**config.mk**
```make
export PLATFORM = sky130hd
export DESIGN_NAME = pnc_useq
export DESIGN_NICKNAME = d
export VERILOG_FILES = /design/src/rtl/core/pnc_pkg.sv /design/src/rtl/core/pnc_useq.sv
export SDC_FILE = /design/constraint.sdc
export NUM_CORES = 1
export LEC_CHECK = 0
export BUFFER_PORTS_ARGS = -buffer_cell sky130_fd_sc_hd__buf_2
export CAP_MARGIN = 20
export CORE_AREA = 2 2 39 41
export DETAILED_ROUTE_END_ITERATION = 10
export DIE_AREA = 0 0 41 43
export PLACE_DENSITY_LB_ADDON = 0.08
export SLEW_MARGIN = 40
export SYNTH_ARGS = -nofsm -noshare
export SYNTH_HDL_FRONTEND = slang
export SYNTH_SLANG_ARGS = --single-unit
```
**constraint.sdc**
```tcl
create_clock -name clk_i -period 4.2 [get_ports clk_i]
set_clock_uncertainty 0.2 [all_clocks]
set_input_delay 0 -clock clk_i [delete_from_list [all_inputs] [get_ports clk_i]]
set_output_delay 0 -clock clk_i [all_outputs]
set_load 0.03 [all_outputs]
```
**src/rtl/core/pnc_pkg.sv**
```systemverilog
package pnc_pkg;

  localparam int PaletteSizeDef = 256;

  localparam int ChanW  = 6;
  localparam int EntryW = 3 * ChanW;
  localparam int IdxW   = 8;
  localparam int SqW    = 2 * ChanW;
  localparam int WgW    = 24;
  localparam int WrW    = 22;
  localparam int WbW    = 19;
  localparam int DistW  = 25;

  localparam int WeightG = 59 * 59;
  localparam int WeightR = 30 * 30;
  localparam int WeightB = 11 * 11;

  localparam logic [7:0] MaskRed   = 8'd255;
  localparam logic [7:0] MaskGreen = 8'd0;
  localparam logic [7:0] MaskBlue  = 8'd255;

  localparam logic ReqWrite  = 1'b0;
  localparam logic ReqLookup = 1'b1;

  typedef logic [2:0] upc_t;

  localparam upc_t UpcFetch  = 3'd0;
  localparam upc_t UpcDecode = 3'd1;
  localparam upc_t UpcWrite  = 3'd2;
  localparam upc_t UpcInit   = 3'd3;
  localparam upc_t UpcScan   = 3'd4;
  localparam upc_t UpcDrain  = 3'd5;
  localparam upc_t UpcEmit   = 3'd6;

  typedef enum logic [2:0] {
    COND_ALWAYS,
    COND_IN_VALID,
    COND_LOOKUP,
    COND_SCAN_LAST,
    COND_PIPE_BUSY,
    COND_OUT_BUSY
  } cond_e;

  typedef struct packed {
    logic accept;
    logic mem_we;
    logic scan_init;
    logic scan_issue;
    logic emit;
  } ctrl_t;

  typedef struct packed {
    logic in_valid;
    logic lookup;
    logic scan_last;
    logic pipe_busy;
    logic out_busy;
  } stat_t;

  typedef struct packed {
    ctrl_t ctrl;
    cond_e cond;
    upc_t  target_t;
    upc_t  target_f;
  } uword_t;

  function automatic uword_t ucode_rom(upc_t a);
    uword_t w;
    w = '0;
    unique case (a)
      UpcFetch: begin
        w.ctrl.accept = 1'b1;
        w.cond        = COND_IN_VALID;
        w.target_t    = UpcDecode;
        w.target_f    = UpcFetch;
      end
      UpcDecode: begin
        w.cond     = COND_LOOKUP;
        w.target_t = UpcInit;
        w.target_f = UpcWrite;
      end
      UpcWrite: begin
        w.ctrl.mem_we = 1'b1;
        w.cond        = COND_ALWAYS;
        w.target_t    = UpcFetch;
        w.target_f    = UpcFetch;
      end
      UpcInit: begin
        w.ctrl.scan_init = 1'b1;
        w.cond           = COND_ALWAYS;
        w.target_t       = UpcScan;
        w.target_f       = UpcScan;
      end
      UpcScan: begin
        w.ctrl.scan_issue = 1'b1;
        w.cond            = COND_SCAN_LAST;
        w.target_t        = UpcDrain;
        w.target_f        = UpcScan;
      end
      UpcDrain: begin
        w.cond     = COND_PIPE_BUSY;
        w.target_t = UpcDrain;
        w.target_f = UpcEmit;
      end
      UpcEmit: begin
        w.ctrl.emit = 1'b1;
        w.cond      = COND_OUT_BUSY;
        w.target_t  = UpcEmit;
        w.target_f  = UpcFetch;
      end
      default: begin
        w.cond     = COND_ALWAYS;
        w.target_t = UpcFetch;
        w.target_f = UpcFetch;
      end
    endcase
    return w;
  endfunction

endpackage

```
**src/rtl/core/pnc_useq.sv**
```systemverilog
module pnc_useq
  import pnc_pkg::*;
(
  input  logic  clk_i,
  input  logic  rst_ni,
  input  stat_t stat_i,
  output ctrl_t ctrl_o
);

  upc_t   upc_q, upc_d;
  uword_t uw;
  logic   cond_hit;

  assign uw     = ucode_rom(upc_q);
  assign ctrl_o = uw.ctrl;

  always_comb begin
    unique case (uw.cond)
      COND_ALWAYS:    cond_hit = 1'b1;
      COND_IN_VALID:  cond_hit = stat_i.in_valid;
      COND_LOOKUP:    cond_hit = stat_i.lookup;
      COND_SCAN_LAST: cond_hit = stat_i.scan_last;
      COND_PIPE_BUSY: cond_hit = stat_i.pipe_busy;
      COND_OUT_BUSY:  cond_hit = stat_i.out_busy;
      default:        cond_hit = 1'b1;
    endcase
    upc_d = cond_hit ? uw.target_t : uw.target_f;
  end

  always_ff @(posedge clk_i or negedge rst_ni) begin
    if (!rst_ni) begin
      upc_q <= UpcFetch;
    end else begin
      upc_q <= upc_d;
    end
  end

endmodule

```
### Word level (Yosys, flattened, before mapping)

Cells that the tools add are included.

* register bits: 3
* latch bits: 0
* memory bits (writable): 0
* bits in read-only memories: 0
* input port bits: 7
* output and inout bits: 5
* word-level logic and storage cells: 21
* memories: 0

* $add $sub $neg: 0
* multiply operators: 0
* div/mod/pow operators: 0
* $lt $le $gt $ge: 0
* equality and inequality tests: 11
* shift operators: 0
* muxes and demuxes: 8
* bitwise operators: 0
* reduce and logical (&&, ||, !) cells: 1

Operators with widths (count)
* one-hot mux 9 bit (6 select lines): 1
* equality test 3 bit, second input constant: 5
* equality test 3 x 2 -> 1 bit, second input constant: 4
* equality test 3 x 1 -> 1 bit, second input constant: 2
* 2-to-1 mux 1 bit: 5
* one-hot mux 1 bit (5 select lines): 1
* logical NOT 3 bit: 1
* 2-to-1 mux 3 bit: 1

### Depth between registers and ports, before layout

* word-level depth: 5
* gate-level depth with buffers: 4
* depth with buffers taken out: 3

### Worst setup path after synthesis

OpenSTA, ideal clock, no wires.

* path kind: flip-flop to flip-flop
* start: reg upc_q[0]
* end: reg upc_q[1]
* library setup time: 0.073 ns
* arrival time: 1.486 ns
* slack: 2.442 ns
* cell stages (with the launch flop): 4
* path buffers: 1
* period minus slack after synthesis: 1.758 ns
* cell sequence: dfrtp_1 > buf_6 > nor3b_1 > a32o_1

* cells in the longest elaborated chain, start to end: 5
* elaborated cells between the ends (all ways): 14
* classes of those cells: 10 x eq/ne; 3 x mux; 1 x reduce/logical

Ends and longest elaborated chain
* from (decl): line pnc_useq.sv:10 `upc_t upc_q, upc_d;`
* from (signal assigned): line pnc_useq.sv:32 `upc_q <= UpcFetch;`
* from (signal assigned): line pnc_useq.sv:34 `upc_q <= upc_d;`
* equality test 3 bit, or another cell as far along: line pnc_pkg.sv:70 `unique case (a)`
* one-hot mux 9 bit (6 select lines) *: line pnc_pkg.sv:70
* equality test 3 bit, or another cell as far along: line pnc_useq.sv:18 `unique case (uw.cond)`
* one-hot mux 1 bit (5 select lines): line pnc_useq.sv:18
* 2-to-1 mux 3 bit *: line pnc_useq.sv:27 `upc_d = cond_hit ? uw.target_t : uw.target_f;`
* net upc_d[1]: line pnc_useq.sv:10

Mark *: on every way through the listed nets, which the timed path passes. The rest lies on a longest branch.

### Final worst setup path

* start: reg upc_q[0]
* end: reg upc_q[0]

The elaborated chain is that of the path after synthesis.

==> impl_metrics.py <==
metrics = {
    "power_and_ir_drop": {
        "power.leakage_nw": 0.167,
        "power_density_mw_per_mm2": 692,
        "ir_drop_uv": 152,
    },
    "die": {
        "start_util_pct": 13.1,
        "chipHeight_um": 43,
        "die_area_mm2": 0.00176,
        "num_rows": 14,
        "ios": 12,
        "die_w_um": 41,
        "core_area_mm2": 0.00138,
    },
    "yosys": {
        "synth-compound-area-share_pct": 12.4,
        "synthXorXnorAreaFrac_pct": 0,
        "yosysTopAreaCell": "dfrtp_1",
        "synthAdderAreaFrac_pct": 0,
        "synth_seq_cells": 3,
        "syn_area_um2": 181,
        "synth_cells": 18,
        "syn_nets": 25,
        "synth_warnings": 0,
        "synth.top_cell.area_share_pct": 41.4,
        "synthMuxAreaShare_pct": 12.4,
        "yosysUniqueCellTypes": 12,
        "yosys.area_share.simple_pct": 23.4,
        "synth_area_leaders": "dfrtp_1 41%, mux4_2 12%, nor3b_1 8.3%, buf_6 6.2%, a32o_1 5.5%",
        "synth_top_family_by_area": "simple AND/OR/NAND/NOR gates",
        "synth_area_per_cell_um2": 10.1,
        "synth-seq-area-share_pct": 41.4,
    },
    "clock_network": {
        "clkTransAtPathRegs_ns": 0.04,
        "cts_buffer_depth": 2,
        "clock_sinks": 3,
        "root_buffer": "clkbuf_4",
        "cts_buffers": 3,
        "clk_latency_ns": 0.23,
        "cts_tree": "yes",
        "htreeDepth": 1,
        "cts_resized": 0,
        "cts_setup_buffers": 0,
    },
    "finish": {
        "area_growth_pct": 82.8,
        "final_area_um2": 332,
        "nets": 46,
        "diodes": 0,
        "fillers": 167,
        "largest_register": "upc_q",
        "largest_reg_flops": 3,
        "drive_gt1_share_pct": 39.5,
        "instances_no_fill": 54,
        "top_regs": "upc_q (3)",
    },
    "status": {
        "outcome": "finished, final reports clean",
    },
    "routing": {
        "drtIter0Drc": 4,
        "postRouteWirelength_um": 477,
        "drc_errors": 0,
        "vias": 208,
        "vias_per_cell": 3.85,
        "routedWlPerCell_um": 8.83,
        "antenna_left": 0,
        "firstDrtPassIters": 2,
    },
    "timing": {
        "min_period_over_period_pct": 48.7,
        "worstMarginPinSlew_ns": 0.278,
        "setup-tns-final_ns": 0,
        "fmax_mhz": 489,
        "max-slew-margin-rel_pct": 81.4,
        "setup_viol": 0,
        "rsz0062_at_grt": "no",
        "finalHoldViolCount": 0,
        "period_needed_ns": 2.05,
        "slew_viol_final": 0,
    },
    "flow_run": {
        "maxCapViolCount": 0,
    },
    "global_route": {
        "overflow": 0,
        "grt_pass1_vias": 219,
        "grt_max_degree": 9,
        "antenna_found_initial": 0,
        "track_usage_pct": 7.55,
        "grt_pass1_wl_um": 814,
    },
    "worst_setup_path": {
        "path_class": "register to register",
        "critPathTopFamily": "buffers and inverters",
        "worstPathCellList": "mux4_2 > dlygate4sd3_1 > and2_1",
        "required_ns": 4.11,
        "endpoint_kind": "register",
        "worst_ep_arrival_time_ns": 1.96,
        "crit_path_max_fanout": 8,
        "cp_num_buf_inv": 1,
        "cp-start-kind": "register",
        "slowest_delay_ns": 0.56,
        "cp_slowest_cell": "dlygate4sd3_1",
    },
    "placed_design": {
        "io_buffers": 11,
        "routabilityCongestion": 0.628,
        "hpwl_um": 364,
        "placedInstanceArea_um2": 245,
        "dp.cells": 44,
    },
    "hold_path": {
        "hold_path_class": "input port to async pin",
    },
}
-- layout make-up --
class	instances	area (µm²)	share of cell area, %
sequential	3	75.1	22.6
clock buffer	4	26.3	7.92
multi-input combinational	12	87.6	26.4
inverter	2	7.51	2.26
timing repair buffer	17	115	34.7
tap	16	20.0	6.04
-- final timing paths --
path                               start        to  slack (ns)  depth (start not counted)
worst max-delay path            upc_q[0]  upc_q[0]        2.15                          3
worst min-delay path              rst_ni  upc_q[2]        0.44                          3
worst max register to register  upc_q[0]  upc_q[0]        2.15                          3
worst min register to register  upc_q[2]  upc_q[2]        0.45                          1
max in group asynchronous         rst_ni  upc_q[0]        3.23                          3
min in group clk_i              upc_q[2]  upc_q[2]        0.45                          1
-- placed cells by master, fill, tap and decap left out, types with 2 or more instances in the layout --
cell / count
buf_2: 11
clkbuf_4: 3
dfrtp_1: 3
dlygate4sd3_1: 6
inv_1: 2
nand2_1: 2
nor3_1: 2
nor3b_1: 2
-- layer usage --
| layer | vias up | share of wire [%] | GRT usage [%] |
|---|---|---|---|
| met3 | 0 | 5.9 | 4.71 |
| met2 | 6 | 54 | 10.3 |
| met5 | - | 0 | 0 |
| met4 | 0 | 0 | 8.00 |
| met1 | 99 | 40 | 6.80 |
| li1 | 103 | - | - |
-- tightest hold or removal path: cells and delay by family --
kind | cells | cell delay [ns]
buf+inv | 3 | 1.21
-- stage by stage --
step                      hold slack, ns  setup WS (ns)  power [mW]  utilization [%]
final                              0.435           2.15       0.230             24.0
after global placement            -0.400           2.74       0.165             17.7
after floorplan                   -0.496           2.44       0.144                -
after detailed placement          -0.403           2.71       0.165             17.7
after CTS                          0.440           2.16       0.234             24.0
after global routing               0.453           2.10       0.248             24.0
-- cell usage after synthesis (all sizes together) --
master,count
dfrtp,3
inv,2
nand2,2
nor3,2
nor3b,2
a21o,1
a32o,1
and2,1
buf,1
mux4,1
nor2,1
o21ai,1
-- power breakdown --
group	internal [mW]	switching, mW
combinational	0.0545	0.0585
sequential	0.0418	0.0252
clock	0.0355	0.0139
-- logic make-up after synthesis --
| family | count (synthesis) |
|---|---|
| DFF | 3 |
| AOI/OAI and AO/OA | 3 |
| buffers and inverters | 3 |
| and+or+nand+nor | 8 |
| muxes | 1 |
-- repair_timing --
item,CTS,global route
endpoints found under the setup margin,0,0
endpoints found under the hold margin,6,0
hold buffers,6,0
Note: power is estimated with default switching activity, not from simulation.
