[src/rtl/core/pnc_pkg.sv]
package pnc_pkg;

  localparam int PaletteSizeDef = 256;

  localparam int ChanW  = 6;
  localparam int EntryW = 3 * ChanW;
  localparam int IdxW   = 8;
  localparam int SqW    = 2 * ChanW;
  localparam int WgW    = 24;
  localparam int WrW    = 22;
  localparam int WbW    = 19;
  localparam int DistW  = 25;

  localparam int WeightG = 59 * 59;
  localparam int WeightR = 30 * 30;
  localparam int WeightB = 11 * 11;

  localparam logic [7:0] MaskRed   = 8'd255;
  localparam logic [7:0] MaskGreen = 8'd0;
  localparam logic [7:0] MaskBlue  = 8'd255;

  localparam logic ReqWrite  = 1'b0;
  localparam logic ReqLookup = 1'b1;

  typedef logic [2:0] upc_t;

  localparam upc_t UpcFetch  = 3'd0;
  localparam upc_t UpcDecode = 3'd1;
  localparam upc_t UpcWrite  = 3'd2;
  localparam upc_t UpcInit   = 3'd3;
  localparam upc_t UpcScan   = 3'd4;
  localparam upc_t UpcDrain  = 3'd5;
  localparam upc_t UpcEmit   = 3'd6;

  typedef enum logic [2:0] {
    COND_ALWAYS,
    COND_IN_VALID,
    COND_LOOKUP,
    COND_SCAN_LAST,
    COND_PIPE_BUSY,
    COND_OUT_BUSY
  } cond_e;

  typedef struct packed {
    logic accept;
    logic mem_we;
    logic scan_init;
    logic scan_issue;
    logic emit;
  } ctrl_t;

  typedef struct packed {
    logic in_valid;
    logic lookup;
    logic scan_last;
    logic pipe_busy;
    logic out_busy;
  } stat_t;

  typedef struct packed {
    ctrl_t ctrl;
    cond_e cond;
    upc_t  target_t;
    upc_t  target_f;
  } uword_t;

  function automatic uword_t ucode_rom(upc_t a);
    uword_t w;
    w = '0;
    unique case (a)
      UpcFetch: begin
        w.ctrl.accept = 1'b1;
        w.cond        = COND_IN_VALID;
        w.target_t    = UpcDecode;
        w.target_f    = UpcFetch;
      end
      UpcDecode: begin
        w.cond     = COND_LOOKUP;
        w.target_t = UpcInit;
        w.target_f = UpcWrite;
      end
      UpcWrite: begin
        w.ctrl.mem_we = 1'b1;
        w.cond        = COND_ALWAYS;
        w.target_t    = UpcFetch;
        w.target_f    = UpcFetch;
      end
      UpcInit: begin
        w.ctrl.scan_init = 1'b1;
        w.cond           = COND_ALWAYS;
        w.target_t       = UpcScan;
        w.target_f       = UpcScan;
      end
      UpcScan: begin
        w.ctrl.scan_issue = 1'b1;
        w.cond            = COND_SCAN_LAST;
        w.target_t        = UpcDrain;
        w.target_f        = UpcScan;
      end
      UpcDrain: begin
        w.cond     = COND_PIPE_BUSY;
        w.target_t = UpcDrain;
        w.target_f = UpcEmit;
      end
      UpcEmit: begin
        w.ctrl.emit = 1'b1;
        w.cond      = COND_OUT_BUSY;
        w.target_t  = UpcEmit;
        w.target_f  = UpcFetch;
      end
      default: begin
        w.cond     = COND_ALWAYS;
        w.target_t = UpcFetch;
        w.target_f = UpcFetch;
      end
    endcase
    return w;
  endfunction

endpackage

[src/rtl/core/pnc_palette.sv]
module pnc_palette
  import pnc_pkg::*;
#(
  parameter int PaletteSize = PaletteSizeDef,
  localparam int AddrW = $clog2(PaletteSize)
) (
  input  logic              clk_i,
  input  logic              rst_ni,
  input  logic              we_i,
  input  logic [AddrW-1:0]  waddr_i,
  input  logic [EntryW-1:0] wdata_i,
  input  logic [AddrW-1:0]  raddr_i,
  output logic [EntryW-1:0] rdata_o
);

  logic [EntryW-1:0] mem_q [PaletteSize];
  logic [PaletteSize-1:0] written_q;
  logic [EntryW-1:0] rdata_q;
  logic              rvalid_q;

  always_ff @(posedge clk_i) begin
    if (we_i) begin
      mem_q[waddr_i] <= wdata_i;
    end
    rdata_q <= mem_q[raddr_i];
  end

  always_ff @(posedge clk_i or negedge rst_ni) begin
    if (!rst_ni) begin
      written_q <= '0;
      rvalid_q  <= 1'b0;
    end else begin
      if (we_i) begin
        written_q[waddr_i] <= 1'b1;
      end
      rvalid_q <= written_q[raddr_i];
    end
  end

  assign rdata_o = rvalid_q ? rdata_q : '0;

endmodule

[config.mk]
export PLATFORM = sky130hd
export DESIGN_NAME = pnc_palette
export DESIGN_NICKNAME = d
export VERILOG_FILES = /design/src/rtl/core/pnc_pkg.sv /design/src/rtl/core/pnc_palette.sv
export SDC_FILE = /design/constraint.sdc
export NUM_CORES = 2
export LEC_CHECK = 0
export BUFFER_PORTS_ARGS = -buffer_cell sky130_fd_sc_hd__buf_2
export CAP_MARGIN = 20
export CORE_ASPECT_RATIO = 0.9
export CORE_UTILIZATION = 45
export CTS_BUF_LIST = sky130_fd_sc_hd__clkbuf_4 sky130_fd_sc_hd__clkbuf_8 sky130_fd_sc_hd__clkbuf_16
export DETAILED_ROUTE_END_ITERATION = 8
export HOLD_SLACK_MARGIN = 0.1
export PLACE_DENSITY = 0.72
export SLEW_MARGIN = 20
export SYNTH_ARGS = -nofsm -noshare
export SYNTH_HDL_FRONTEND = slang
export SYNTH_MEMORY_MAX_BITS = 65536
export SYNTH_SLANG_ARGS = --single-unit
[constraint.sdc]
create_clock -name clk_i -period 4.32 [get_ports clk_i]
set_input_delay 0.432 -clock clk_i [delete_from_list [all_inputs] [get_ports clk_i]]
set_output_delay 0.432 -clock clk_i [all_outputs]
set_load 0.005 [all_outputs]
[After elaboration in Yosys (flattened, before gate mapping)]
Memories as Yosys holds them, arrays and structs flattened. A register that Yosys moved wholly into a read port is not among the register bits.
Index checks and enable logic that the tools add are counted.
Cells by class
  $lt $le $gt $ge: 3
  mux-type cells: 7
  bitwise operators: 1
  reduce and logical (&&, ||, !) cells: 1
Operators with widths (count)
  $or 256x256->256: 1
  $lt 8x9->1 const B: 2
  $mux 18: 1
  $bmux 1 s8: 1
  $demux 1 s8: 1
  $ge 8x1->1 const B: 1
  $mux 1: 4
  $logic_and 1x1->1: 1
Storage, ports and cells
  flip-flop bits (word level): 257
  bits in writable memories: 4608
  output and inout port bits: 18
  logic and storage cells: 15
  memories kept: 1
Memories
  mem_q: words 256, width 18, read ports 1, clocked after memory_dff 1, wr ports 1, line pnc_palette.sv:16  | logic [EntryW-1:0] mem_q [PaletteSize];

[Depth between registers and ports, before layout]
  word-level depth: 5
  depth in mapped cells: 13
  mapped depth without buffers: 7

[Worst setup path after synthesis]
Ideal clock, no wire load.
  kind: input to register
  from: in waddr_i[1]
  to: mem mem_q[238][0] (netlist bit) (enable)
  data arrival time: 2310 ps
  slack: 1617 ps
  cell stages on the path: 6
  cells stage by stage: clkbuf_1 nor2b_1 clkbuf_1 nand4_1 clkbuf_1 nor2_1
RTL lines
  start: declaration: line pnc_palette.sv:10  | input logic [AddrW-1:0] waddr_i,
  end: declaration: line pnc_palette.sv:16
No word-level cell before the write port.

==> results_dict.tcl <==
set metrics [dict create \
    fin_util 0.517 \
    clockBufferDepth 4 \
    outcome "complete, no violations" \
    finalPower_mw 99.5 \
    grt_max_degree 201 \
    insertion_delay_ps 1020 \
    core_area_um2 419000 \
    wl_met1_um 189000 \
    drive_gt1_frac 0.322 \
    finalInstanceArea_um2 217000 \
    layout_setup_ws_ps 502 \
    critical_path.slowest_cell "nor3_1" \
    yosysSeqAreaShare 0.765 \
    syn-cell-area_um2 190000 \
    initial_core_util 0.453 \
    slowest_delay_ps 980 \
    min_path_type "in2async" \
    ant_nets 0 \
    cp.arrival_ps 4670 \
    p_comb_frac 0.054 \
    globalRouteTotalUtil 0.237 \
    io_buffers 54 \
    synth-seq-cells 4883 \
    post-route-min-period_ps 3820 \
    drv_cap 0 \
    dpl.hpwl_um 310000 \
    syn_inst 8943 \
    p_sw_mw 21.0 \
    grt_antenna_before_repair 47 \
    gp_congestion 0.916 \
    fill_cells 31400 \
    ys_warn_count 0 \
    path_buf_inv 4 \
    clock_skew_ps 96.5 \
    swShare 0.212 \
    firstDrtPassIters 9 \
    synth.distinct_cells 66 \
    final_nets 9661 \
    async_flop_share 0.0526 \
    regArea_um2 145000 \
    clkSinkCount 4883 \
    syn_nets 8980 \
    place_area_um2 200000 \
    cpLargestDelayFamily "buffers and inverters" \
    syn_area_per_cell_um2 21.2 \
    crit_path_end_kind "register" \
    cp_common_cell "buf_12" \
    die-area_um2 424000 \
    fin_cells 15600 \
    timing.hold.ws_ps 182 \
    slew-limit-headroom 0.121 \
    powerDensity_nw_per_um2 459 \
    power_frac_seq 0.525 \
    routed.top_layer "met5" \
    cts_root_buf "clkbuf_16" \
    grt_pass1_vias 97500 \
    rows 225 \
    cp-start-kind "input pin" \
    viasPerCell 6.31 \
    dp_cells 14700 \
    p_clk_frac 0.421 \
    worstMarginPinSlew_ps 1320 \
    finalWirelength_um 512000 \
    synth_flop_cell "edfxtp_1" \
    grt.overflow.total 0 \
    cp.required_ps 5170 \
    fin_crit_sh 0.884 \
    cts_buffers 458 \
    syn2layout_area_growth_pct 14.1 \
    vdd_ir_drop_max_v 0.000475 \
    dp_slack_ps -502 \
    dr_wl_met2_um 235000 \
    synth_edf_count 4608 \
    die_x_um 687 \
    intPower_mw 78.4 \
    max_clock_freq_mhz 262 \
    dr_wl_met3_um 64900 \
    path_cells "buf_12 > buf_12 > buf_12 > buf_12 > mux4_2 > a22o_1 > a221oi_1 > o22ai_1 > nor3_1 > nor3_1" \
    power.leakage_nw 70.9 \
    drt-initial-drc-count 15900 \
    chipHeight_um 618 \
    cts_tree "built" \
    vias 98500 \
    hold_violations 0 \
    setup_tns_ps 0 \
    drc 0 \
    grt_pass1_wl_um 726000 \
    slew_violations 0 \
    critical_path.max_fanout 37 \
    rsz0062_at_grt "no" \
    clkTransAtPathRegs_ps 70 \
    setup_viol 0 \
    num_io_pins 55 \
    wl_per_cell_um 32.8 \
    reg2regPathDepth 8 \
    multi_input_area_um2 41600 \
    htree_levels 5 \
    critical_path_class "in2reg" \
    cp.depth 10 \
    cts_setup_buffers 0 \
]
## kinds of logic (layout without fill, tap and decap cells)
logic type,count (synthesis),after routing,share of synthesized area
buffers and inverters,540,1626,0.0195
and+or+nand+nor,971,971,0.0254
muxes,1595,1595,0.154
DFF,4883,4883,0.765
AOI/OAI and AO/OA,954,954,0.0361
other,0,26,0
## worst min-delay path: stages
cell and delay [ps]:
dlygate4sd3_1 560, buf_8 270, buf_16 260
## cell type report
cell class,count,area share
inverter,4,0.000139
sequential,4883,0.670
antenna,26,0.000300
tap,5561,0.0321
multi-input combinational,3520,0.192
clock inverter,234,0.0119
clock buffer,631,0.0612
timing repair buffer,757,0.0320
## cells in the mapped netlist, types with 60 or more instances
| cell | instances | share of area |
|---|---|---|
| a21oi_1 | 154 | 0.0041 |
| a221oi_1 | 150 | 0.0069 |
| a22oi_1 | 87 | 0.0034 |
| buf_2 | 106 | 0.0028 |
| buf_4 | 60 | 0.0024 |
| buf_6 | 62 | 0.0037 |
| clkbuf_1 | 191 | 0.0038 |
| dfrtp_1 | 257 | 0.034 |
| edfxtp_1 | 4608 | 0.73 |
| mux2_2 | 211 | 0.013 |
| mux2i_1 | 357 | 0.019 |
| mux4_2 | 989 | 0.12 |
| nand2_1 | 106 | 0.0021 |
| nor2_1 | 340 | 0.0067 |
| nor3_1 | 139 | 0.0037 |
| o21ai_0 | 131 | 0.0035 |
| o221ai_1 | 84 | 0.0039 |
| o22ai_1 | 144 | 0.0047 |
| or2_2 | 256 | 0.0084 |
## registers in the layout, indices dropped and copies added (netlist names)
| name | flops |
|---|---|
| mem_q | 4608 |
| rdata_q | 18 |
| rvalid_q | 1 |
| written_q | 256 |
## path summary, 6_finish.rpt
| kind | startpoint | endpoint | slack (ps) |
|---|---|---|---|
| max | raddr_i[0] | rdata_q[8]$_DFF_P_ | 500 |
| min | rst_ni | written_q[117]$_DFFE_PN0P_ | 180 |
| max reg2reg | mem_q[238][11]$_DFFE_PP_ | rdata_q[11]$_DFF_P_ | 910 |
| min reg2reg | written_q[142]$_DFFE_PN0P_ | written_q[142]$_DFFE_PN0P_ | 460 |
| max in group asynchronous | rst_ni | written_q[197]$_DFFE_PN0P_ | 3350 |
| min in group clk_i | raddr_i[2] | rdata_q[15]$_DFF_P_ | 200 |
## placed cells by master, fill, tap and decap left out, types with 14 or more instances in the layout
master / instances
edfxtp_1: 4608
mux4_2: 989
buf_4: 597
clkbuf_16: 470
mux2i_1: 357
dfrtp_1: 257
or2_2: 256
mux2_2: 211
nor2_2: 196
a21oi_1: 154
a221oi_1: 150
o22ai_1: 144
nor2_1: 140
nor3_1: 129
o21ai_0: 126
clkbuf_4: 116
nand2_1: 106
a22oi_1: 87
buf_12: 85
o221ai_1: 84
clkinv_2: 78
clkinv_1: 74
bufinv_16: 49
clkbuf_8: 45
mux4_1: 38
a211oi_1: 37
a22o_1: 35
buf_2: 30
nand4_1: 29
diode_2: 26
a221o_1: 22
and2_1: 20
buf_8: 20
dlygate4sd3_1: 19
dfxtp_1: 18
o32a_1: 17
o211ai_1: 16
o2111ai_1: 15
nand3_1: 14
## power by group through the flow
stage / Clock (mW) / Combinational [mW] / Sequential, mW
finish: 41.8 / 5.38 / 52.2
global route: 43.8 / 5.57 / 52.2
CTS: 42.1 / 5.32 / 52.2
detailed placement: 0 / 5.27 / 53.2
global placement: 0 / 5.14 / 53.2
floorplan: 0 / 2.85 / 53.2
## metal layers
metal,up-vias,track usage
met4,18,0.0968
met2,6815,0.363
li1,38900,-
met3,1063,0.0585
met1,51700,0.329
met5,-,0
## timing repair
action	in CTS	in global routing
resized for setup	0	0
endpoints found under the hold margin	1133	0
hold buffers	20	0
endpoints found under the setup margin	0	0
No activity file was read; power rests on OpenSTA's default activity.
