File: config.mk
export PLATFORM = sky130hd
export DESIGN_NAME = pnc_dist
export DESIGN_NICKNAME = d
export VERILOG_FILES = /design/src/rtl/core/pnc_pkg.sv /design/src/rtl/core/pnc_dist.sv
export SDC_FILE = /design/constraint.sdc
export NUM_CORES = 1
export LEC_CHECK = 0
export ABC_AREA = 1
export BUFFER_PORTS_ARGS = -buffer_cell sky130_fd_sc_hd__buf_2
export CAP_MARGIN = 20
export CORE_MARGIN = 3
export CORE_UTILIZATION = 30
export DETAILED_ROUTE_END_ITERATION = 6
export PLACE_DENSITY = 0.48
export SLEW_MARGIN = 40
export SYNTH_ARGS = -nofsm -noshare
export SYNTH_HDL_FRONTEND = slang
export SYNTH_SLANG_ARGS = --single-unit
File: constraint.sdc
create_clock -name clk_i -period 5.2 [get_ports clk_i]
set_input_delay 0 -clock clk_i [delete_from_list [all_inputs] [get_ports clk_i]]
set_output_delay 0 -clock clk_i [all_outputs]
set_load 0.01 [all_outputs]
File: src/rtl/core/pnc_pkg.sv
package pnc_pkg;

  localparam int PaletteSizeDef = 256;

  localparam int ChanW  = 6;
  localparam int EntryW = 3 * ChanW;
  localparam int IdxW   = 8;
  localparam int SqW    = 2 * ChanW;
  localparam int WgW    = 24;
  localparam int WrW    = 22;
  localparam int WbW    = 19;
  localparam int DistW  = 25;

  localparam int WeightG = 59 * 59;
  localparam int WeightR = 30 * 30;
  localparam int WeightB = 11 * 11;

  localparam logic [7:0] MaskRed   = 8'd255;
  localparam logic [7:0] MaskGreen = 8'd0;
  localparam logic [7:0] MaskBlue  = 8'd255;

  localparam logic ReqWrite  = 1'b0;
  localparam logic ReqLookup = 1'b1;

  typedef logic [2:0] upc_t;

  localparam upc_t UpcFetch  = 3'd0;
  localparam upc_t UpcDecode = 3'd1;
  localparam upc_t UpcWrite  = 3'd2;
  localparam upc_t UpcInit   = 3'd3;
  localparam upc_t UpcScan   = 3'd4;
  localparam upc_t UpcDrain  = 3'd5;
  localparam upc_t UpcEmit   = 3'd6;

  typedef enum logic [2:0] {
    COND_ALWAYS,
    COND_IN_VALID,
    COND_LOOKUP,
    COND_SCAN_LAST,
    COND_PIPE_BUSY,
    COND_OUT_BUSY
  } cond_e;

  typedef struct packed {
    logic accept;
    logic mem_we;
    logic scan_init;
    logic scan_issue;
    logic emit;
  } ctrl_t;

  typedef struct packed {
    logic in_valid;
    logic lookup;
    logic scan_last;
    logic pipe_busy;
    logic out_busy;
  } stat_t;

  typedef struct packed {
    ctrl_t ctrl;
    cond_e cond;
    upc_t  target_t;
    upc_t  target_f;
  } uword_t;

  function automatic uword_t ucode_rom(upc_t a);
    uword_t w;
    w = '0;
    unique case (a)
      UpcFetch: begin
        w.ctrl.accept = 1'b1;
        w.cond        = COND_IN_VALID;
        w.target_t    = UpcDecode;
        w.target_f    = UpcFetch;
      end
      UpcDecode: begin
        w.cond     = COND_LOOKUP;
        w.target_t = UpcInit;
        w.target_f = UpcWrite;
      end
      UpcWrite: begin
        w.ctrl.mem_we = 1'b1;
        w.cond        = COND_ALWAYS;
        w.target_t    = UpcFetch;
        w.target_f    = UpcFetch;
      end
      UpcInit: begin
        w.ctrl.scan_init = 1'b1;
        w.cond           = COND_ALWAYS;
        w.target_t       = UpcScan;
        w.target_f       = UpcScan;
      end
      UpcScan: begin
        w.ctrl.scan_issue = 1'b1;
        w.cond            = COND_SCAN_LAST;
        w.target_t        = UpcDrain;
        w.target_f        = UpcScan;
      end
      UpcDrain: begin
        w.cond     = COND_PIPE_BUSY;
        w.target_t = UpcDrain;
        w.target_f = UpcEmit;
      end
      UpcEmit: begin
        w.ctrl.emit = 1'b1;
        w.cond      = COND_OUT_BUSY;
        w.target_t  = UpcEmit;
        w.target_f  = UpcFetch;
      end
      default: begin
        w.cond     = COND_ALWAYS;
        w.target_t = UpcFetch;
        w.target_f = UpcFetch;
      end
    endcase
    return w;
  endfunction

endpackage

File: src/rtl/core/pnc_dist.sv
module pnc_dist
  import pnc_pkg::*;
#(
  parameter int PaletteSize = PaletteSizeDef,
  localparam int AddrW = $clog2(PaletteSize)
) (
  input  logic              clk_i,
  input  logic              rst_ni,
  input  logic              scan_init_i,
  input  logic              issue_i,
  input  logic [AddrW-1:0]  issue_idx_i,
  input  logic [EntryW-1:0] entry_i,
  input  logic [ChanW-1:0]  red6_i,
  input  logic [ChanW-1:0]  green6_i,
  input  logic [ChanW-1:0]  blue6_i,
  output logic [AddrW-1:0]  best_idx_o,
  output logic              have_o,
  output logic              busy_o
);

  logic             s1_vld_q, s2_vld_q, s3_vld_q, s4_vld_q;
  logic [AddrW-1:0] s1_idx_q, s2_idx_q, s3_idx_q, s4_idx_q;
  logic [SqW-1:0]   sq_r_q, sq_g_q, sq_b_q;
  logic [WgW-1:0]   w_g_q;
  logic [WrW-1:0]   w_r_q;
  logic [WbW-1:0]   w_b_q;
  logic [DistW-1:0] dist_q;
  logic [DistW-1:0] best_dist_q;
  logic [AddrW-1:0] best_idx_q;
  logic             have_q;

  logic [ChanW-1:0] e_r, e_g, e_b;
  logic [SqW-1:0]   d_r, d_g, d_b;
  logic             take;

  assign e_r = entry_i[EntryW-1 -: ChanW];
  assign e_g = entry_i[2*ChanW-1 -: ChanW];
  assign e_b = entry_i[ChanW-1:0];

  assign d_r = SqW'((e_r >= red6_i)   ? (e_r - red6_i)   : (red6_i - e_r));
  assign d_g = SqW'((e_g >= green6_i) ? (e_g - green6_i) : (green6_i - e_g));
  assign d_b = SqW'((e_b >= blue6_i)  ? (e_b - blue6_i)  : (blue6_i - e_b));

  assign take = s4_vld_q && (!have_q || (dist_q < best_dist_q));

  always_ff @(posedge clk_i) begin
    s1_idx_q <= issue_idx_i;
    s2_idx_q <= s1_idx_q;
    sq_r_q   <= d_r * d_r;
    sq_g_q   <= d_g * d_g;
    sq_b_q   <= d_b * d_b;
    s3_idx_q <= s2_idx_q;
    w_g_q    <= WgW'(sq_g_q * WeightG);
    w_r_q    <= WrW'(sq_r_q * WeightR);
    w_b_q    <= WbW'(sq_b_q * WeightB);
    s4_idx_q <= s3_idx_q;
    dist_q   <= DistW'(w_g_q) + DistW'(w_r_q) + DistW'(w_b_q);
    if (take) begin
      best_dist_q <= dist_q;
      best_idx_q  <= s4_idx_q;
    end
  end

  always_ff @(posedge clk_i or negedge rst_ni) begin
    if (!rst_ni) begin
      s1_vld_q <= 1'b0;
      s2_vld_q <= 1'b0;
      s3_vld_q <= 1'b0;
      s4_vld_q <= 1'b0;
      have_q   <= 1'b0;
    end else begin
      s1_vld_q <= issue_i;
      s2_vld_q <= s1_vld_q;
      s3_vld_q <= s2_vld_q;
      s4_vld_q <= s3_vld_q;
      if (scan_init_i) begin
        have_q <= 1'b0;
      end else if (take) begin
        have_q <= 1'b1;
      end
    end
  end

  assign best_idx_o = best_idx_q;
  assign have_o     = have_q;
  assign busy_o     = s1_vld_q | s2_vld_q | s3_vld_q | s4_vld_q;

endmodule
==> Yosys cells after proc, flatten, opt, wreduce, memory -nomap -nowiden <==
Index checks and enable logic that the tools add are counted.
{ "word_totals": {"regBits": 194, "elab_cells": 48, "inputBits": 48} }
{ "classes": {"add_sub_neg": 8, "mux": 5, "mul": 6, "bitwise_logic": 3, "n_reduce_logical": 4, "order_cmp": 4} }
{ "op_table": {"columns": ["cell", "count"], "rows": [
  ["6-bit by 6-bit subtractor with 7-bit output", 6],
  ["12-bit by 12-bit multiplier with 12-bit output", 3],
  ["12-bit two-way mux", 3],
  ["24-bit by 22-bit adder with 25-bit output", 1],
  ["25-bit by 19-bit adder with 25-bit output", 1],
  ["25-bit less-than comparator", 1],
  ["12-bit by 12-bit multiplier with 24-bit output, second input constant", 1],
  ["12-bit by 8-bit multiplier with 20-bit output, second input constant", 1],
  ["12-bit by 7-bit multiplier with 19-bit output, second input constant", 1],
  ["6-bit greater-or-equal comparator", 3],
  ["1-bit OR", 3],
  ["1-bit two-way mux", 2],
  ["2-bit nonzero test", 1],
  ["1-bit logical AND", 1],
  ["1-bit logical NOT", 1],
  ["1-bit logical OR", 1]
]} }

==> Depth between registers and ports, before layout <==
{ "depth": {"word_depth": 5, "depth_mapped": 40} }

==> Worst setup path before layout <==
Ideal clock, no wire load.
{ "synth_path": {"path_kind": "input port to flip-flop", "from": "in entry_i[2]", "to": "reg sq_b_q[11]", "path_buffers": 1, "path_stages": 33, "path_slack_ns": -0.155, "arrival_time_ns": 5.243, "path_cell_list": "inv_1 -> ha_1 -> buf_6 -> a21oi_2 -> nand2_1 -> nand2_2 -> nand2_2 -> nor2_2 -> nand2_1 -> nand2_1 -> xnor2_2 -> inv_2 -> nor2_2 -> inv_2 -> fa_1 -> fa_1 -> fa_1 -> inv_1 -> fa_1 -> inv_1 -> fa_1 -> inv_1 -> ha_1 -> a21oi_1 -> o21ai_0 -> a21oi_1 -> nand3_1 -> nand2_1 -> nand2_1 -> nand2_1 -> inv_1 -> nand3_1 -> nand2_1"} }
{ "synth_between": {"elab_chain_len": 3, "word_cells_on_any_way": 5, "classes_between": "add/sub (2); mul (1); order compare (1); mux (1)"} }
{ "synth_rtl": {"columns": ["element", "line", "source"], "rows": [
  ["from (decl)", "pnc_dist.sv:12", "input logic [EntryW-1:0] entry_i,"],
  ["6-bit by 6-bit subtractor with 7-bit output / 6-bit greater-or-equal comparator (equally long branches)", "pnc_dist.sv:42", "assign d_b = SqW'((e_b >= blue6_i) ? (e_b - blue6_i) : (blue6_i - e_b));"],
  ["12-bit two-way mux (*)", "pnc_dist.sv:42", null],
  ["12-bit by 12-bit multiplier with 12-bit output (*)", "pnc_dist.sv:51", "sq_b_q <= d_b * d_b;"],
  ["to (signal assigned)", "pnc_dist.sv:51", null],
  ["to (decl)", "pnc_dist.sv:23", "logic [SqW-1:0] sq_r_q, sq_g_q, sq_b_q;"]
]} }
Every way passes the cells marked *; elsewhere a longest branch is shown, timed or not.
A chain may end at the register's enable or synchronous reset.

==> Worst setup path after layout <==
{ "layout_path": {"from": "in entry_i[4]", "to": "reg sq_b_q[11]"} }
Same word-level chain as after synthesis.

==> flow_metrics.env <==
export IMPL_drc=0
export IMPL_hold_slack_ns=0.123
export IMPL_die_h_um=251
export IMPL_post_route_period_util_pct=93.7
export IMPL_synth_top_area_share_pct=23.3
export IMPL_cap_violations=0
export IMPL_cpLargestDelayFamily="adder cells"
export IMPL_period_needed_ns=4.87
export IMPL_seq_area_frac_synth_pct=22.9
export IMPL_synthArstFlopShare_pct=2.66
export IMPL_syn_area_um2=18000
export IMPL_grt_ovfl_total=0
export IMPL_diodes=0
export IMPL_grt_pass1_vias=13495
export IMPL_finalMaxSlewViolations=0
export IMPL_critPathMaxStageDelay_ns=0.54
export IMPL_core_um2=59100
export IMPL_path_class="input pin to register"
export IMPL_cts_sinks=188
export IMPL_cts_tree="yes"
export IMPL_yosysWarnings=0
export IMPL_ys_seq_elements=188
export IMPL_hpwl_um=31300
export IMPL_cts_max_level=4
export IMPL_grt_usage_pct=12.0
export IMPL_clockBufferDepth=2
export IMPL_grt_max_degree=34
export IMPL_setup_ws_ns=0.327
export IMPL_cp_arrival_ns=5.22
export IMPL_io_buffers=57
export IMPL_synth_top_cell_by_area="ha_1"
export IMPL_start_util_pct=30.4
export IMPL_ys_flop_type="dfxtp_1"
export IMPL_gpl_final_weighted_congestion=0.831
export IMPL_syn_mean_instance_area_um2=9.10
export IMPL_clk_latency_ns=0.45
export IMPL_cts_root_buf="clkbuf_16"
export IMPL_fin_util_pct=36.5
export IMPL_crit_cells=33
export IMPL_final_antenna_net_count=0
export IMPL_finalHoldViolations=0
export IMPL_dp_slack_ns=-0.307
export IMPL_path_max_fanout=5
export IMPL_cp_start_kind="input pin"
export IMPL_ys_types=51
export IMPL_cpMostUsedCell="fa_1"
export IMPL_critPathCaptureType="register"
export IMPL_antenna_found_initial=0
export IMPL_crit_slowest_cell="fa_1"
export IMPL_required_ns=5.54
export IMPL_wl_per_cell_um=11.8
export IMPL_fp_dieArea_um2=63000
export IMPL_max_freq_mhz=205
export IMPL_rows=89
export IMPL_vias_per_cell=4.22
export IMPL_numCtsBuffers=17
export IMPL_synthTopCellsByArea="ha_1 23%, fa_1 20%, dfxtp_1 17%"
export IMPL_skew_ns=0.0103
export IMPL_layout_drive_gt1_share_pct=15.9
export IMPL_grt_pass1_wl_um=62800
export IMPL_min_path_cells=4
export IMPL_area_delta_synth_final_pct=19.8
export IMPL_drt_pass1_iterations=5
export IMPL_crit_buf_inv=9
export IMPL_io_pins=58
export IMPL_clkSlewWorstSetupHoldPaths_ns=0.07
export IMPL_synth_edf_count=33
export IMPL_syn_inst=1977
export IMPL_rsz0062_at_grt="true"
export IMPL_via_count=12770
export IMPL_drtIter0Drc=328
export IMPL_totalWireLength_um=35700
export IMPL_die_w_um=251
export IMPL_rr_worst_depth=16
export IMPL_status="completed"
export IMPL_nets=2802
export IMPL_fillerInstances=6022
export IMPL_hold_class="input pin to register"
export IMPL_setup_violations_final=0
-- what timing repair did --
item / CTS / global route
hold buffers: 12 / 0
resized for setup: 0 / 45
setup buffers: 0 / 6
hold endpoints to repair: 15 / 0
setup endpoints to repair: 0 / 5
-- registers in the layout, summed over array words and instances, names as in the netlist --
| name | cells |
|---|---|
| have_o | 1 |
| s3_idx_q | 8 |
| dist_q | 25 |
| sq_b_q | 11 |
| w_r_q | 19 |
| s2_vld_q | 1 |
| s4_idx_q | 8 |
| sq_r_q | 11 |
| s1_vld_q | 1 |
| sq_g_q | 11 |
| s4_vld_q | 1 |
| s3_vld_q | 1 |
| best_dist_q | 25 |
| s2_idx_q | 8 |
| best_idx_o | 8 |
| w_g_q | 23 |
| w_b_q | 18 |
| s1_idx_q | 8 |
-- layout by cell type (no fill, tap or decap), types with 11 or more instances in the layout --
cell and n:
a31oi_1 12, clkbuf_16 17, nor2_1 99, nand3_1 51, buf_4 179, edfxtp_1 33, buf_2 57, ha_4 11
ha_1 322, nand2_1 266, fa_1 176, nand2_2 21, xor2_1 78, nand4_1 13, dlygate4sd3_1 12, o21ai_0 43
inv_1 442, a21oi_1 108, dfxtp_1 150, xnor2_1 39
-- cell families after synthesis --
logic type / share of synthesized area (%)
buffers and inverters: 9.77
AND/OR/NAND/NOR: 11.7
XOR/XNOR: 5.78
other: 0.0417
adder cells (fa/ha/maj): 43.2
AO/OA/AOI/OAI: 6.61
flip-flops: 22.9
-- metrics by stage --
step	cells	cell area, um^2	TNS, ns
5_1_grt	3026	21600	-0.0534
3_3_place_gp	2976	20600	-0.526
2_1_floorplan	1980	18100	-0.0387
4_1_cts	3020	21300	0
6_report	3026	21600	0
3_5_place_dp	2976	20600	-0.909
-- cell type report --
cell class / count / area (um^2) / share of cell area [%]
multi-input combinational: 1332 / 12400 / 57.5
sequential: 188 / 4120 / 19.1
timing repair buffer: 248 / 1750 / 8.11
clock buffer: 18 / 429 / 1.99
clock inverter: 14 / 193 / 0.894
tap: 773 / 967 / 4.49
inverter: 453 / 1710 / 7.91
-- worst paths after layout --
check	start	to	slack (ns)
max in group asynchronous	rst_ni	have_o$_DFFE_PN0P_	4.54
min reg2reg	s1_idx_q[5]$_DFF_P_	s2_idx_q[5]$_DFF_P_	0.33
max reg2reg	sq_g_q[9]$_DFF_P_	w_g_q[21]$_DFF_P_	0.73
min in group asynchronous	rst_ni	s3_vld_q$_DFF_PN0_	0.47
max	entry_i[4]	sq_b_q[11]$_DFF_P_	0.33
min	red6_i[0]	sq_r_q[0]$_DFF_P_	0.12
-- worst reg2reg max path: cells and delay by family (launching register included) --
family | cells | cell delay, ns
buf+inv | 2 | 0.21
flops | 1 | 0.43
simple gates | 5 | 0.54
fa+ha+maj | 6 | 2.63
compound gates | 2 | 0.40
xor+xnor | 1 | 0.15
-- synthesized netlist by cell type, types with 6 or more instances --
library cell / number
inv_1: 447
a21o_1: 9
nand3_1: 52
a21oi_1: 114
xnor2_1: 39
nand2_2: 14
dfxtp_1: 150
o21ai_0: 46
a31oi_1: 14
nand2_1: 274
fa_1: 179
nor2_1: 103
edfxtp_1: 33
nor3_1: 6
ha_1: 335
nand4_1: 13
xor2_1: 78
-- routing by layer --
layer	global-route usage (%)	share of wire [%]	vias up
met3	1.70	1.9	19
met1	15.9	49	5931
met5	0	0	-
li1	-	-	6724
met4	2.44	1.0	0
met2	20.9	48	96
Power is left out: the tool's default activity adds up to more than one toggle a clock period on the data nets, which glitch-free logic cannot reach.
